===== src/design/ccg_pkg.sv =====
package ccg_pkg;

  localparam int MAX_PARAMS  = 64;
  localparam int MAX_ROWS    = 1024;
  localparam int VALUE_WIDTH = 32;
  localparam int QUEUE_DEPTH = 4;

  localparam int KW   = $clog2(MAX_PARAMS);   // parameter index bits
  localparam int PW   = 7;                    // param_total bits
  localparam int RW   = 11;                   // row_total bits
  localparam int CSW  = 48;                   // column sum width
  localparam int XSW  = 64;                   // cross sum width
  localparam int ESW  = 48;                   // energy sum width

  // configuration register indexes
  localparam logic [1:0] REG_ROW_TOTAL   = 2'd0;
  localparam logic [1:0] REG_PARAM_TOTAL = 2'd1;
  localparam logic [1:0] REG_MEAN_LOSS   = 2'd2;
  localparam logic [1:0] REG_INV_SAMPLES = 2'd3;

  // operation codes
  localparam logic OP_DERIV  = 1'b0;
  localparam logic OP_ENERGY = 1'b1;

  typedef struct packed {
    logic                          operation;
    logic signed [VALUE_WIDTH-1:0] value;
  } queue_entry_t;

  typedef struct packed {
    logic head_valid;
  } queue_status_t;

  typedef struct packed {
    logic                  start;
    logic signed [CSW-1:0] dividend;
    logic [RW-1:0]         divisor;
  } div_req_t;

  typedef struct packed {
    logic                  done;
    logic signed [CSW-1:0] quotient;
  } div_rsp_t;

  // saturate a 64-bit signed value to 32 bits
  function automatic logic signed [31:0] sat32(input logic signed [63:0] x);
    logic signed [31:0] r;
    if (x > 64'sd2147483647) begin
      r = 32'sh7fffffff;
    end else if (x < -64'sd2147483648) begin
      r = 32'sh80000000;
    end else begin
      r = x[31:0];
    end
    return r;
  endfunction

endpackage


===== src/design/ccg_front.sv =====
module ccg_front (
  input  logic                                 clk,
  input  logic                                 rst,
  input  logic                                 in_valid,
  output logic                                 in_ready,
  input  logic                                 operation,
  input  logic signed [ccg_pkg::VALUE_WIDTH-1:0] value,
  input  logic                                 pop,
  output ccg_pkg::queue_entry_t                head,
  output ccg_pkg::queue_status_t               status
);

  localparam int AW = $clog2(ccg_pkg::QUEUE_DEPTH);

  ccg_pkg::queue_entry_t entries [ccg_pkg::QUEUE_DEPTH];
  logic [AW-1:0] wr_ptr;
  logic [AW-1:0] rd_ptr;
  logic [AW:0]   count;
  logic          push;
  logic          take;

  assign in_ready = (count != (AW+1)'(ccg_pkg::QUEUE_DEPTH));
  assign push     = in_valid && in_ready;
  assign take     = pop && (count != '0);

  // queue storage
  always_ff @(posedge clk) begin
    if (push) begin
      entries[wr_ptr].operation <= operation;
      entries[wr_ptr].value     <= value;
    end
  end

  // pointers and fill level
  always_ff @(posedge clk) begin
    if (rst) begin
      wr_ptr <= '0;
      rd_ptr <= '0;
      count  <= '0;
    end else begin
      if (push) wr_ptr <= wr_ptr + AW'(1);
      if (take) rd_ptr <= rd_ptr + AW'(1);
      if (push && !take) begin
        count <= count + (AW+1)'(1);
      end else if (take && !push) begin
        count <= count - (AW+1)'(1);
      end
    end
  end

  assign head              = entries[rd_ptr];
  assign status.head_valid = (count != '0);

endmodule


===== config.mk =====
export PLATFORM = sky130hd
export DESIGN_NAME = ccg_front
export DESIGN_NICKNAME = d
export VERILOG_FILES = /design/src/design/ccg_pkg.sv /design/src/design/ccg_front.sv
export SDC_FILE = /design/constraint.sdc
export NUM_CORES = 1
export LEC_CHECK = 0
export BUFFER_PORTS_ARGS = -buffer_cell sky130_fd_sc_hd__buf_4
export CAP_MARGIN = 30
export CORE_ASPECT_RATIO = 1.4
export CORE_MARGIN = 2
export CORE_UTILIZATION = 59
export CTS_BUF_LIST = sky130_fd_sc_hd__clkbuf_4
export CTS_CLUSTER_SIZE = 16
export DETAILED_ROUTE_END_ITERATION = 7
export MAX_ROUTING_LAYER = met4
export PLACE_DENSITY = 0.82
export SYNTH_ARGS = -nofsm -noshare
export SYNTH_HDL_FRONTEND = slang
export SYNTH_SLANG_ARGS = --single-unit

===== constraint.sdc =====
create_clock -name clk -period 2.6 [get_ports clk]
set_input_delay 0 -clock clk [delete_from_list [all_inputs] [get_ports clk]]
set_output_delay 0 -clock clk [all_outputs]
set_load 0.05 [all_outputs]

**After elaboration in Yosys (flattened, before gate mapping)**

Memories as Yosys holds them, arrays and structs flattened. A register that Yosys moved wholly into a read port is not among the register bits.
Cells that the tools add are included.

- Input port bits: 37
- Memory bits (writable): 132
- Memories kept: 1
- Bits in registers: 7
- Output and inout port bits: 35
- Word-level logic and storage cells: 23

- Equality and inequality tests: 1
- Muxes and demuxes: 6
- Reduce and logical (&&, ||, !) cells: 8
- Add/subtract/negate cells: 4

Memory list:

| memory | words | width | read ports | clocked after Yosys merged registers in | wr ports | line | source |
|---|---|---|---|---|---|---|---|
| entries | 4 | 33 | 1 | 1 | 1 | ccg_front.sv:15 | `ccg_pkg::queue_entry_t entries [ccg_pkg::QUEUE_DEPTH];` |

Operators with widths:

| cell | count |
|---|---|
| 3-bit 2-to-1 mux | 2 |
| 2-bit by 1-bit adder with 2-bit output, second input constant | 2 |
| 1-bit logical AND | 4 |
| 2-bit 2-to-1 mux | 2 |
| 3-bit by 1-bit adder with 3-bit output, second input constant | 1 |
| 3-bit != test, second input constant | 1 |
| 3-bit nonzero test | 1 |
| 3-bit by 1-bit subtractor with 3-bit output, second input constant | 1 |
| 1-bit zero test | 2 |
| 1-bit 2-to-1 mux | 2 |
| 2-bit nonzero test | 1 |

**Depth between registers and ports, before layout**

- Word-level depth: 6
- Mapped depth: 8
- Mapped depth without buffers: 8

**Worst setup path after synthesis**

No wires, ideal clock.

- Path kind: reg2reg
- Start: register count[0]
- End: register count[2]
- Path buffers: 0
- Data required time: 2530 ps
- Data arrival time: 1922 ps
- Clock period less this slack: 1992 ps
- Library setup time: 70 ps
- Path slack: 608 ps
- Cell stages (with the launch flop): 9
- Cells stage by stage: dfxtp_1 -> nor2_2 -> a21boi_4 -> ha_1 -> inv_1 -> fa_1 -> xor2_1 -> or3_1 -> a21oi_1

- Cells in the longest elaborated chain, start to end: 5
- Elaborated cells on any way between the ends: 13
- Classes of those cells: 2 x add/sub; 1 x eq/ne; 2 x mux; 8 x reduce/logical

Ends and longest elaborated chain:

| element | line | source |
|---|---|---|
| start: declaration | ccg_front.sv:18 | `logic [AW:0] count;` |
| start signal: assignment | ccg_front.sv:44 | `count <= count + (AW+1)'(1);` |
| start signal: assignment | ccg_front.sv:46 | `count <= count - (AW+1)'(1);` |
| 3-bit != test * | ccg_front.sv:22 | `assign in_ready = (count != (AW+1)'(ccg_pkg::QUEUE_DEPTH));` |
| 1-bit logical AND * | ccg_front.sv:23 | `assign push = in_valid && in_ready;` |
| named net push | ccg_front.sv:19 | `logic push;` |
| 1-bit zero test | ccg_front.sv:45 | `end else if (take && !push) begin` |
| 1-bit logical AND | ccg_front.sv:45 |  |
| 2-bit nonzero test (no source line) | - |  |

Mark *: on every way through the listed nets, which the timed path passes. The rest lies on a longest branch. The select of a mux whose other input is x is not followed.
A chain may end at the register's enable or synchronous reset.

==> flow_metrics.tcl <==
set metrics [dict create \
    synth_common_cells "edfxtp_1 (132), mux4_2 (30), dfxtp_1 (9)" \
    pin_count 72 \
    max_freq_ghz 0.453 \
    wl_microns 8950 \
    fin_tns_setup_ns 0 \
    die_h_microns 116 \
    cap_violations 0 \
    synthCells 221 \
    vias 2533 \
    num_antenna_cells 0 \
    grt_pass1_vias 2760 \
    slew_viol_final 0 \
    synth_top_area_cell "edfxtp_1" \
    required_ns 2.60 \
    crit_type "reg -> out" \
    synth_nets 264 \
    cp-end-kind "output pin" \
    cts_buffers 17 \
    holdCritStartpoint "value[17]" \
    drt_iter0_markers 193 \
    ys_types 25 \
    rr_startpoint "count[1]" \
    grt_pass1_wl_microns 14200 \
    clockRootBuffer "clkbuf_4" \
    irDropWorstVdd_mv 0.581 \
    h-tree-depth 4 \
    clock_sinks 141 \
    setup_viol 0 \
    tightest_slew_ns 0.851 \
    grt_start_max_net_pins 34 \
    hold_buffers 36 \
    p_leak_nw 2.31 \
    rows 40 \
    fin_crit_ns 2.21 \
    worstPathArrival_ns 2.21 \
    clockBufferDepth 2 \
    fin_skew_ns 0.0161 \
    synthTopCellsByArea "edfxtp_1 (75%), mux4_2 (13%), dfxtp_1 (3.4%), mux4_1 (1.5%), ha_1 (1.2%)" \
    layout-drive-gt1-share_pct 40.7 \
    synth_edf_count 132 \
    area_growth_pct 24.7 \
    yosys_register_bits 141 \
    dr.pass1.iters 4 \
    outcome "complete, no violations" \
    synth_seq_area_share_pct 78.4 \
    yosysTopAreaCellShare_pct 74.9 \
    startpoint_type "flop" \
    coreArea_sq_um 8660 \
    async_flop_share_pct 0 \
    power.density_nw_per_um2 1010 \
    route.detailed.wl_per_inst_microns 19.3 \
    track_usage_pct 21.3 \
    multiInputGateArea_sq_um 1040 \
    slew_headroom_pct 43.3 \
    grt_antenna_before_repair 0 \
    cts_tree "yes" \
    hold_class "in -> reg" \
    yosys_warnings 0 \
    routabilityCongestion 0.760 \
    die_area_sq_um 9750 \
    grt_overflow 0 \
    n_fill_cell 451 \
    clk_transition_reported_paths_ns 0.11 \
    synth_area_sq_um 5290 \
    synth_ff_type "edfxtp_1" \
    postRouteAntennaNets 0 \
    avgSynthCellArea_sq_um 23.9 \
    route.detailed.drc 0 \
    postCtsSetupRepairBufs 0 \
    vias_per_cell 5.46 \
    rsz0062_at_grt "no" \
    start_util_pct 61.1 \
    crit_fanout 13 \
    yosysMostFrequentCell "edfxtp_1" \
    utilization_pct 76.2 \
    fin_crit_sh_pct 84.9 \
    die_w_microns 84.0 \
    nNetsFinal 390 \
    clk_latency_ns 0.54 \
    regArea_sq_um 4150 \
    hold_viol_final 0 \
    cts_resized 0 \
    io_buffers 71 \
    hpwl_microns 5810 \
]
## final timing paths
check / end / slack, ns / depth (start not counted)
max reg2reg: count[2] / 0.41 / 8
min: entries[0][17] / 0.20 / 2
min reg2reg: wr_ptr[1] / 0.54 / 2
max: head[2] / 0.39 / 3
## where the power goes
group | internal [W] | switching, W
combinational | 0.000918 | 0.00145
clock | 0.000674 | 0.000674
sequential | 0.00276 | 0.000181
total | 0.00435 | 0.00231
## state kept, by name, summed over array words and instances, names as in the netlist, named ones only
name / cells
entries: 132
count: 3
rd_ptr: 2
wr_ptr: 2
## cell usage in the layout (no fill, tap or decap)
cell and n:
clkinv_1 4, bufinv_16 3, nand2b_1 2, o31ai_2 1
or3_1 2, mux4_1 3, nor2_1 7, dfxtp_1 7
inv_1 3, mux2i_1 2, clkbuf_4 20, mux2_1 1
edfxtp_1 132, nor2_2 1, buf_12 2, mux4_2 30
o311ai_0 1, dfxtp_2 2, buf_4 78, nand2_1 1
a21boi_4 1, fa_1 1, a21oi_1 1, and2_2 4
ha_1 5, xor2_1 4, clkinv_2 4, o21ai_0 1
dlygate4sd3_1 36
## critical path: stages (launching register included)
cell and delay [ns]:
dfxtp_2 0.64, buf_4 0.30, mux4_2 0.52, buf_4 0.20
## stage by stage
step                worst slack (ns)  cells  instance area, sq um  hold WS, ns  total power, W
CTS                            0.303    464                  6600        0.167         0.00672
detailed placement             0.424    397                  5960        0.204         0.00534
floorplan                      0.608    221                  5290       0.0989         0.00473
global route                   0.220    464                  6600        0.162         0.00693
global placement               0.544    397                  5960        0.198         0.00529
finish                         0.394    464                  6600        0.205         0.00666
## cells by family (layout without fill, tap and decap cells)
logic type               count (synthesis)  in the layout  share of synthesized area [%]
flip-flops                             141            141                           78.4
multiplexers                            36             36                           14.9
AND/OR/NAND/NOR                         17             17                           1.63
buffers and inverters                   12            150                           1.99
adder cells (fa/ha/maj)                  6              6                           1.56
AO/OA/AOI/OAI                            5              5                          0.946
XOR/XNOR                                 4              4                          0.662
## metal layers
metal  global-route usage (%)  routed length, microns  vias up
met5                        -                       0        -
met4                     9.35                     141        0
met3                     7.55                     429       18
met2                     34.4                    4960       71
met1                     24.2                    3430     1270
li1                         -                       -     1174
## layout make-up
cell class,instances,share of cell area [%]
Clock buffer,20,2.28
Tap cell,105,1.99
Inverter,3,0.171
Timing Repair Buffer,116,14.9
Multi-Input combinational cell,68,15.8
Sequential cell,141,62.9
Clock inverter,11,1.90
Power figures use the tool's default switching activity.
